File: src/rau_pkg.sv
// Package for the rational arithmetic unit: operation codes, status codes,
// controller states and the command/status structs. No dependencies.
package rau_pkg;

  localparam int unsigned ValueWidthDef = 32;
  localparam int unsigned FieldWidth    = 32;
  localparam int unsigned MagWidth      = 64;  // exact product magnitude
  localparam int unsigned ShWidth       = 7;   // common shift count, 0..64

  typedef enum logic [2:0] {
    OP_NORM = 3'd0,
    OP_ADD  = 3'd1,
    OP_SUB  = 3'd2,
    OP_MUL  = 3'd3,
    OP_DIV  = 3'd4,
    OP_CMP  = 3'd5,
    OP_NEG  = 3'd6,
    OP_ABS  = 3'd7
  } op_e;

  typedef enum logic [1:0] {
    ST_OK       = 2'd0,
    ST_INVALID  = 2'd1,
    ST_OVERFLOW = 2'd2
  } status_e;

  typedef enum logic [3:0] {
    S_IDLE,
    S_LOAD,
    S_MUL,
    S_COMB,
    S_GPREP,
    S_GSTRIP,
    S_GLOOP,
    S_DIVN,
    S_DIVD,
    S_FIN,
    S_OUT
  } state_e;

  typedef struct packed {
    logic load;     // capture operands and magnitudes
    logic mul;      // form the cross products
    logic comb;     // combine into one sign/magnitude fraction
    logic gprep;    // start the gcd
    logic gstrip;   // strip common factors of two
    logic gloop;    // one step of the binary gcd
    logic div_start;
    logic div_num;  // 0 quotient goes to denominator, 1 to numerator
    logic fin;      // range check, form result
  } rau_cmd_t;

  typedef struct packed {
    logic early;    // invalid operands, result already formed
    logic gdone_strip;
    logic gdone;
    logic div_busy;
  } rau_sts_t;

endpackage

File: src/rau_ctrl.sv
// Controller for the rational arithmetic unit: sequences load, products,
// gcd and the two exact divisions. Depends on rau_pkg.
module rau_ctrl (
  input  logic              clk_i,
  input  logic              rst_ni,
  input  logic              in_fire_i,
  input  logic              out_fire_i,
  input  rau_pkg::rau_sts_t sts_i,
  output rau_pkg::rau_cmd_t cmd_o,
  output logic              busy_o,
  output logic              out_valid_o
);
  import rau_pkg::*;

  state_e state_q, state_d;

  always_ff @(posedge clk_i or negedge rst_ni) begin
    if (!rst_ni) begin
      state_q <= S_IDLE;
    end else begin
      state_q <= state_d;
    end
  end

  always_comb begin
    state_d     = state_q;
    cmd_o       = '0;
    busy_o      = 1'b1;
    out_valid_o = 1'b0;
    unique case (state_q)
      S_IDLE: begin
        busy_o = 1'b0;
        if (in_fire_i) begin
          state_d = S_LOAD;
        end
      end
      S_LOAD: begin
        cmd_o.load = 1'b1;
        state_d    = S_MUL;
      end
      S_MUL: begin
        if (sts_i.early) begin
          state_d = S_OUT;
        end else begin
          cmd_o.mul = 1'b1;
          state_d   = S_COMB;
        end
      end
      S_COMB: begin
        cmd_o.comb = 1'b1;
        state_d    = S_GPREP;
      end
      S_GPREP: begin
        cmd_o.gprep = 1'b1;
        state_d     = S_GSTRIP;
      end
      S_GSTRIP: begin
        if (sts_i.gdone_strip) begin
          state_d = S_GLOOP;
        end else begin
          cmd_o.gstrip = 1'b1;
        end
      end
      S_GLOOP: begin
        if (sts_i.gdone) begin
          cmd_o.div_start = 1'b1;
          cmd_o.div_num   = 1'b1;
          state_d         = S_DIVN;
        end else begin
          cmd_o.gloop = 1'b1;
        end
      end
      S_DIVN: begin
        cmd_o.div_num = 1'b1;
        if (!sts_i.div_busy) begin
          cmd_o.div_start = 1'b1;
          cmd_o.div_num   = 1'b0;
          state_d         = S_DIVD;
        end
      end
      S_DIVD: begin
        if (!sts_i.div_busy) begin
          state_d = S_FIN;
        end
      end
      S_FIN: begin
        cmd_o.fin = 1'b1;
        state_d   = S_OUT;
      end
      S_OUT: begin
        out_valid_o = 1'b1;
        if (out_fire_i) begin
          state_d = S_IDLE;
        end
      end
      default: state_d = S_IDLE;
    endcase
  end

endmodule

File: config.mk
export PLATFORM = sky130hd
export DESIGN_NAME = rau_ctrl
export DESIGN_NICKNAME = d
export VERILOG_FILES = /design/src/rau_pkg.sv /design/src/rau_ctrl.sv
export SDC_FILE = /design/constraint.sdc
export NUM_CORES = 1
export LEC_CHECK = 0
export ABC_AREA = 1
export CAP_MARGIN = 0
export CORE_AREA = 2 2 39 41
export CTS_CLUSTER_DIAMETER = 200
export DETAILED_ROUTE_END_ITERATION = 10
export DIE_AREA = 0 0 41 43
export DONT_BUFFER_PORTS = 1
export SYNTH_ARGS = -nofsm -noshare
export SYNTH_HDL_FRONTEND = slang
export SYNTH_SLANG_ARGS = --single-unit
File: constraint.sdc
create_clock -name clk_i -period 1.4 [get_ports clk_i]
set_clock_uncertainty 0.2 [all_clocks]
set_input_delay 0.35 -clock clk_i [delete_from_list [all_inputs] [get_ports clk_i]]
set_output_delay 0.35 -clock clk_i [all_outputs]
set_load 0.01 [all_outputs]
==> results.cfg, run 1 <==
[status]
outcome = finished with violations
violations_in_the_final_reports = negative setup slack

[routing]
remaining_antenna_violation_count_after_routing = 0
route.final.wire_length_um = 1140
detailroute.via_count = 509
detail_route.vias_per_cell = 4.99
routedWlPerCell_um = 11.2
drt-initial-drc-count = 20
drtPass1Iterations = 4
drcViolationCount = 0

[sta]
max-slew-margin-rel = 0.858
final_period_minus_worst_setup_slack_ns = 1.73
setup-violations-final = 15
slew_viol_final = 0
rsz0062_at_grt = yes
max_slew.worst_pin.slew_ns = 0.213
final-hold-violation-count = 0
post-route-period-util = 1.24
setup_ws_ns = -0.332
timing.fmax_ghz = 0.577

[grt]
vias_in_the_first_global_route = 458
global_route_wire_length_before_repair_um = 1840
grt_antenna_before_repair = 0
global_route.usage.total = 0.150
grt_start_max_net_pins = 8
gr-total-overflow = 0

[setup_path]
path_class = flop to primary output
critical_path_peak_fanout = 3
worst_setup_sp = state_q[0]$_DFFE_PN0P_
r2r_startpoint = state_q[1]$_DFFE_PN0P_
max_stage_delay_ns = 0.41
crit_path_end_kind = primary output
cpMostUsedCell = sky130_fd_sc_hd__inv_2
critical_path.top_delay_family = flip-flops
cp_data_required_time_ns = 0.85
timing.critical_path.slowest_stage_cell = sky130_fd_sc_hd__dfrtp_1
timing.critical_path.cells = inv_2, nand2_2, nor2_4, inv_2, o21ai_4
cp-start-kind = flop
path_buf_inv = 2
cp_data_arrival_time_ns = 1.18

[synthesis]
synth_top_area_frac = 0.248
synth.cell_area_um2 = 403
synth_top_cells_by_area = sky130_fd_sc_hd__dfrtp_1 (25%), sky130_fd_sc_hd__nand2_1 (15%), sky130_fd_sc_hd__inv_1 (14%), sky130_fd_sc_hd__nand3_1 (12%), sky130_fd_sc_hd__nor2_1 (9.3%)
ys_seq_area_frac = 0.248
async_flop_share = 1.00
synthFlopType = sky130_fd_sc_hd__dfrtp_1
synth_top_cell_by_area = sky130_fd_sc_hd__dfrtp_1
ys_ff_latch = 4
synth_edf_count = 0
synth_commonest_cells = sky130_fd_sc_hd__nand2_1 (16), sky130_fd_sc_hd__inv_1 (15), sky130_fd_sc_hd__nand3_1 (10), sky130_fd_sc_hd__nor2_1 (10), sky130_fd_sc_hd__o21ai_0 (5)
post_synth.cell_area_avg_um2 = 5.67
synthMostInstantiatedCell = sky130_fd_sc_hd__nand2_1
ys.warnings.count = 0
synth_fp_nets = 79
yosysUniqueCellTypes = 15
synthesis.instances = 71

[floorplanning]
die-area_um2 = 1760
placementRows = 14
placeableCoreArea_um2 = 1380
num_io_pins = 19
die_x_um = 41
die_span_y_um = 43
start_util = 0.291

[final_layout]
multiInputGateArea_um2 = 329
final_cell_area_um2 = 628
regArea_um2 = 104
number_of_flip_flops_under_the_largest_register_name = 4
filler_instances = 154
diodes = 0
registers.top_by_ff_count = state_q
areaGrowthSynthToFinish_pct = 55.9
nets_final = 96
final_layout_size_suffix_gt1_frac = 0.488
registers_with_the_most_flip_flops = state_q x4

[clocking]
ctsHtreeMaxLevel = 1
cts_root_buffer = sky130_fd_sc_hd__clkbuf_4
clockBufferDepth = 2
path_clk_slew_ns = 0.04
tritoncts = built
clk-insertion-delay-late_ns = 0.24
cts.sinks = 4
cts-buffers-inserted = 3

[run]
maxCapViolCount = 0

[hold_path]
hp-start = sts_i[3]
worstHoldPathType = input port to flop

[pwr]
report.power.total_mw = 1.28
max-vdd-ir-drop_v = 0.000676
power_density_nw_per_um2 = 2030
p_leak_nw = 0.320

[placement]
gpl.final_weighted_congestion = 0.814
place.port_buffers = 0
detailed_place_hpwl_um = 893
post_dp_cell_area_um2 = 513
## where the power goes
part,internal (mW),switching (mW),total (mW)
logic,0.358,0.510,0.868
clock network,0.0961,0.0503,0.146
registers,0.173,0.0891,0.262
total,0.627,0.649,1.28
## layer usage
metal,track usage,routed length (um),up-vias
li1,-,-,252
met1,0.192,473,230
met2,0.241,583,27
met3,0.0209,81,0
met4,0.0600,0,0
met5,0,0,-
## placed cells by master (no fill, tap or decap), drive strengths merged
cell	count
clkbuf	3
inv	16
nand3	10
buf	11
nor2	12
o22ai	1
dfrtp	4
a21oi	1
nand2	19
o21ai	5
dlygate4sd3	1
nand3b	1
nor3	2
## through the flow
step                TNS [ns]  std cells  setup slack (ns)   util  hold WS [ns]
floorplan             -0.149         71           -0.0514      -        -0.146
global placement       -1.35         95            -0.147  0.371        -0.145
detailed placement     -1.41         95            -0.147  0.371        -0.146
CTS                    -3.55        100            -0.321  0.430         0.163
global route           -4.55        102            -0.388  0.454         0.201
finish                 -3.64        102            -0.332  0.454         0.160
## final timing paths
| path | to | slack [ns] | depth (start not counted) |
|---|---|---|---|
| worst min register to register | state_q[3]$_DFFE_PN0P_ | 0.37 | 2 |
| worst max-delay path | cmd_o[1] | -0.33 | 5 |
| min in group asynchronous | state_q[1]$_DFFE_PN0P_ | 0.19 | 1 |
| worst min-delay path | state_q[0]$_DFFE_PN0P_ | 0.16 | 3 |
| worst max register to register | state_q[3]$_DFFE_PN0P_ | -0.15 | 8 |
| max in group asynchronous | state_q[3]$_DFFE_PN0P_ | 0.62 | 1 |
## kinds of logic after synthesis
kind of cell / after synthesis / synth area share
AO/OA/AOI/OAI: 7 / 0.0901
buffers and inverters: 16 / 0.149
flip-flops: 4 / 0.248
AND/OR/NAND/NOR: 44 / 0.512
## layout make-up
type,count,area share
Timing Repair Buffer,12,0.147
Clock buffer,3,0.0359
Multi-Input combinational cell,51,0.524
Tap cell,16,0.0319
Sequential cell,4,0.165
Inverter,16,0.0956
## timing repair
item	CTS	global route
hold buffers	1	0
gates resized for setup	13	5
hold endpoints to repair	4	0
setup endpoints to repair	15	15
buffers inserted	1	2
pin swaps	2	1
## worst register-to-register path: cells and delay by family (launching register included)
kind	cells	cell delay, ns
buffers and inverters	1	0.08
AND/OR/NAND/NOR	7	0.69
flip-flops	1	0.47
Power figures use the tool's default switching activity.
==> run 2, diff against run 1 <==
--- a/config.mk
+++ b/config.mk
@@ -12,6 +12,7 @@
 export DETAILED_ROUTE_END_ITERATION = 10
 export DIE_AREA = 0 0 41 43
 export DONT_BUFFER_PORTS = 1
+export SKIP_CTS_REPAIR_TIMING = 1
 export SYNTH_ARGS = -nofsm -noshare
 export SYNTH_HDL_FRONTEND = slang
 export SYNTH_SLANG_ARGS = --single-unit
==> results.cfg, run 2 (synthesis gave the netlist of run 1 again) <==
[status]
outcome = finished with violations
violations_in_the_final_reports = negative setup slack

[setup_path]
cp-start-kind = flop
path_class = flop to primary output
worst_setup_sp = state_q[0]$_DFFE_PN0P_
regToRegSetupSlack_ns = -0.15
cp_data_required_time_ns = 0.85
rr_endpoint = state_q[3]$_DFFE_PN0P_
crit_path_end_kind = primary output
worst_setup_path_endpoint = cmd_o[2]
r2r_startpoint = state_q[1]$_DFFE_PN0P_
cp_data_arrival_time_ns = 1.19
rr_worst_depth = 8
critical_path_peak_fanout = 3

[sta]
setup_ws_ns = -0.344
final_period_minus_worst_setup_slack_ns = 1.74
max-slew-margin-rel = 0.847
max_slew.worst_pin.slew_ns = 0.229
final-hold-violation-count = 0
post-route-period-util = 1.25
setup-violations-final = 15
slew_viol_final = 0
timing.fmax_ghz = 0.573
rsz0062_at_grt = yes
setup_tns_ns = -3.69

[clocking]
tritoncts = built
cts_root_buffer = sky130_fd_sc_hd__clkbuf_4
cts.sinks = 4
clockBufferDepth = 2
ctsHtreeMaxLevel = 1
clk-insertion-delay-late_ns = 0.23
cts-buffers-inserted = 3
path_clk_slew_ns = 0.04

[grt]
vias_in_the_first_global_route = 426
gr-total-overflow = 0
grt_antenna_before_repair = 0
global_route.usage.total = 0.142
global_route_wire_length_before_repair_um = 1730
grt_start_max_net_pins = 8

[final_layout]
final_layout_size_suffix_gt1_frac = 0.459
leading_cell_types_in_the_layout_fill_and_taps_excluded = sky130_fd_sc_hd__nand2_1 (13), sky130_fd_sc_hd__inv_1 (10), sky130_fd_sc_hd__nand3_1 (10), sky130_fd_sc_hd__buf_4 (10), sky130_fd_sc_hd__inv_2 (6)
registers.top_by_ff_count = state_q
diodes = 0
registers_with_the_most_flip_flops = state_q x4
mostFrequentLayoutCell = sky130_fd_sc_hd__nand2_1
filler_instances = 155
areaGrowthSynthToFinish_pct = 50.9
nets_final = 95
final_core_utilization = 0.439
number_of_flip_flops_under_the_largest_register_name = 4

[pwr]
combPwrFrac = 0.668
p_leak_nw = 0.313
share_seq_of_total_power = 0.216
report.power.total_mw = 1.22
power.share.clock = 0.117
max-vdd-ir-drop_v = 0.000668
cell_internal_pwr_uw = 601
power_density_nw_per_um2 = 2010
switching_power_as_a_share_of_total_power = 0.509
power.net_switching_uw = 624

[hold_path]
worstHoldPathType = input port to flop
hp-start = sts_i[3]
timing.hold.worst_path_depth = 3

[routing]
detailroute.via_count = 477
remaining_antenna_violation_count_after_routing = 0
drt-initial-drc-count = 6
drcViolationCount = 0
route.final.wire_length_um = 1120
detail_route.vias_per_cell = 4.72
drtPass1Iterations = 4
routedWlPerCell_um = 11.1

[placement]
gpl.final_weighted_congestion = 0.814
place.port_buffers = 0
detailed_place_hpwl_um = 893

[floorplanning]
placementRows = 14
die_x_um = 41
start_util = 0.291
num_io_pins = 19
placeableCoreArea_um2 = 1380
die-area_um2 = 1760
die_span_y_um = 43

[run]
maxCapViolCount = 0
## run 2: power groups by stage
stage	Clock (mW)	Sequential (mW)	Combinational, mW
after floorplan	0	0.228	0.495
after global placement	0	0.243	0.694
after detailed placement	0	0.245	0.693
after CTS	0.147	0.245	0.697
after global routing	0.149	0.269	0.910
final	0.143	0.264	0.818
## run 2: worst min-delay path by stage
stage                             end  slack, ns
6_report       state_q[0]$_DFFE_PN0P_       0.16
5_1_grt        state_q[1]$_DFFE_PN0P_       0.20
4_1_cts        state_q[1]$_DFFE_PN0P_      -0.40
3_5_place_dp   state_q[3]$_DFFE_PN0P_      -0.15
3_3_place_gp   state_q[3]$_DFFE_PN0P_      -0.15
2_1_floorplan  state_q[0]$_DFFE_PN0P_      -0.15
## run 2: final cells by class
type / count / area (um2) / share of cell area
Sequential cell: 4 / 104 / 0.171
Multi-Input combinational cell: 51 / 317 / 0.521
Timing Repair Buffer: 11 / 85.1 / 0.140
Clock buffer: 3 / 22.5 / 0.0370
Tap cell: 16 / 20.0 / 0.0329
Inverter: 16 / 60.1 / 0.0988
## run 2: critical path, cell delays in order (launching register included)
cell	delay (ns)
sky130_fd_sc_hd__dfrtp_1	0.41
sky130_fd_sc_hd__inv_2	0.11
sky130_fd_sc_hd__nand2_2	0.09
sky130_fd_sc_hd__nor2_4	0.13
sky130_fd_sc_hd__inv_2	0.07
sky130_fd_sc_hd__o22ai_4	0.15
## run 2: stage by stage
| stage | instance area [um2] | setup WS (ns) | instances | hold slack, ns |
|---|---|---|---|---|
| 6_report | 608 | -0.344 | 101 | 0.163 |
| 5_1_grt | 608 | -0.388 | 101 | 0.201 |
| 4_1_cts | 536 | -0.397 | 98 | -0.395 |
| 3_5_place_dp | 513 | -0.147 | 95 | -0.146 |
| 3_3_place_gp | 513 | -0.147 | 95 | -0.145 |
| 2_1_floorplan | 433 | -0.0514 | 71 | -0.146 |
## run 2: routing by layer
| metal | up-vias | track usage | wire length [um] |
|---|---|---|---|
| li1 | 249 | - | - |
| met5 | - | 0 | 0 |
| met4 | 0 | 0.0600 | 0 |
| met2 | 17 | 0.225 | 573 |
| met3 | 0 | 0.0209 | 72 |
| met1 | 211 | 0.182 | 477 |
==> run 3, diff against run 2 <==
==> constraint.sdc (replaced) <==
create_clock -name clk_i -period 1.4 [get_ports clk_i]
set_clock_uncertainty 0.2 [all_clocks]
set_input_delay 0.07 -clock clk_i [delete_from_list [all_inputs] [get_ports clk_i]]
set_output_delay 0.07 -clock clk_i [all_outputs]
set_load 0.01 [all_outputs]
==> results.cfg, run 3 (synthesis gave the netlist of run 1 again) <==
[placement]
post_dp_cell_area_um2 = 490
gpl.final_weighted_congestion = 0.842
pre_cts_slack_ns = -0.105
detailed_place_hpwl_um = 798
place.port_buffers = 0

[setup_path]
crit_path_end_kind = primary output
critical_path_peak_fanout = 5
path_class = flop to primary output
path_buf_inv = 3
cp-start-kind = flop
max_stage_delay_ns = 0.44
cp_data_arrival_time_ns = 1.26
cp_data_required_time_ns = 1.13
cpMostUsedCell = sky130_fd_sc_hd__nor2_2
timing.critical_path.cells = inv_2, nor2_2, buf_4, inv_1, nor2_2
critical_path.top_delay_family = flip-flops
timing.critical_path.slowest_stage_cell = sky130_fd_sc_hd__dfrtp_2

[floorplanning]
die-area_um2 = 1760
start_util = 0.291
die_x_um = 41
placementRows = 14
num_io_pins = 19
die_span_y_um = 43
placeableCoreArea_um2 = 1380

[grt]
grt_antenna_before_repair = 0
global_route_wire_length_before_repair_um = 1600
met1_usage = 0.186
global_route.usage.total = 0.135
gr-total-overflow = 0
grt_start_max_net_pins = 8
most_crowded_layer_after_global_routing = met2
met2_usage = 0.194
globalRouteMet3Util = 0.0471
vias_in_the_first_global_route = 395

[routing]
drcViolationCount = 0
drt-initial-drc-count = 2
drtPass1Iterations = 4
route.final.wire_length_um = 1130
remaining_antenna_violation_count_after_routing = 0
detail_route.vias_per_cell = 4.60
detailroute.via_count = 497
routedWlPerCell_um = 10.5

[pwr]
power_density_nw_per_um2 = 1970
max-vdd-ir-drop_v = 0.000754
p_leak_nw = 0.350

[clocking]
cts_root_buffer = sky130_fd_sc_hd__clkbuf_4
path_clk_slew_ns = 0.04
cts-buffers-inserted = 3
tritoncts = built
clockBufferDepth = 2
ctsHtreeMaxLevel = 1
clk-insertion-delay-late_ns = 0.23
cts.sinks = 4

[final_layout]
registers.top_by_ff_count = state_q
diodes = 0
final_cell_area_um2 = 678
nets_final = 102
mostFrequentLayoutCell = sky130_fd_sc_hd__buf_4
leading_cell_types_in_the_layout_fill_and_taps_excluded = sky130_fd_sc_hd__buf_4 (14), sky130_fd_sc_hd__nand2_1 (12), sky130_fd_sc_hd__inv_2 (10)
registers_with_the_most_flip_flops = state_q x4
final_layout_size_suffix_gt1_frac = 0.543
areaGrowthSynthToFinish_pct = 68.3
number_of_flip_flops_under_the_largest_register_name = 4

[sta]
final_period_minus_worst_setup_slack_ns = 1.53
final_hold_slack_ns = -0.0244
final-hold-violation-count = 1
setup_tns_ns = -1.07
rsz0062_at_grt = yes
slew_viol_final = 0
timing.fmax_ghz = 0.655
setup-violations-final = 13
max-slew-margin-rel = 0.828
max_slew.worst_pin.slew_ns = 0.258
setup_ws_ns = -0.127
post-route-period-util = 1.09

[hold_path]
worstHoldPathType = input port to flop

[run]
maxCapViolCount = 0

[status]
outcome = finished with violations
violations_in_the_final_reports = negative hold slack, negative setup slack
[run 3: cell types whose count changed in the layout (fill, tap and decap cells not counted), moves of 2 or more]
cell                            before  now
sky130_fd_sc_hd__nor3_2              0    2
sky130_fd_sc_hd__inv_1              10    6
sky130_fd_sc_hd__nand3_2             0    2
sky130_fd_sc_hd__nor2_4              4    6
sky130_fd_sc_hd__nand3_1            10    8
sky130_fd_sc_hd__dlygate4sd3_1       1    4
sky130_fd_sc_hd__buf_4              10   14
sky130_fd_sc_hd__nand2_4             1    3
sky130_fd_sc_hd__inv_2               6   10
sky130_fd_sc_hd__nor2_2              4    2
[run 3: area by class of cell]
class	instances	area, um2
timing repair buffer	18	145
inverter	16	60.1
sequential	4	104
tap	16	20.0
clock buffer	3	22.5
fill	155	706
multi-input combinational	51	327
[run 3: final timing paths]
kind / start / to / slack, ns / cells after the start
hold reg to reg: state_q[3]$_DFFE_PN0P_ / state_q[3]$_DFFE_PN0P_ / 0.39 / 2
max in group asynchronous: rst_ni / state_q[2]$_DFFE_PN0P_ / 0.38 / 2
setup / recovery: state_q[3]$_DFFE_PN0P_ / cmd_o[0] / -0.13 / 5
min in group asynchronous: rst_ni / state_q[3]$_DFFE_PN0P_ / 0.44 / 2
setup reg to reg: state_q[0]$_DFFE_PN0P_ / state_q[3]$_DFFE_PN0P_ / -0.09 / 7
hold / removal: sts_i[2] / state_q[0]$_DFFE_PN0P_ / -0.02 / 5
[run 3: power by group]
group	total (mW)	switching (mW)	internal (mW)
clock	0.137	0.0415	0.0955
sequential	0.278	0.104	0.173
combinational	0.918	0.526	0.393
[run 3: per-stage QoR]
| stage | std cells | hold WS (ns) | total power, mW | util |
|---|---|---|---|---|
| final | 108 | -0.0244 | 1.33 | 0.490 |
| after global routing | 108 | 0.00538 | 1.45 | 0.490 |
| after CTS | 99 | -0.674 | 1.04 | 0.371 |
| after detailed placement | 96 | -0.426 | 0.898 | 0.354 |
| after global placement | 96 | -0.426 | 0.895 | 0.354 |
| after floorplan | 71 | -0.426 | 0.679 | - |
[run 3: worst reg2reg max path, stage by stage, from the launching register on]
cell,delay (ns)
sky130_fd_sc_hd__dfrtp_1,0.41
sky130_fd_sc_hd__buf_4,0.15
sky130_fd_sc_hd__nor2_1,0.21
sky130_fd_sc_hd__nand3_1,0.12
sky130_fd_sc_hd__nand2_2,0.11
sky130_fd_sc_hd__nor2_4,0.05
sky130_fd_sc_hd__nand3_1,0.08
sky130_fd_sc_hd__nand2_1,0.05
[run 3: per-layer routing]
metal | routed length [um] | vias to the layer above | part of all wire
met5 | 0 | - | 0
met4 | 0 | 0 | 0
met3 | 40 | 0 | 0.035
met2 | 589 | 14 | 0.52
met1 | 504 | 220 | 0.44
li1 | - | 263 | -
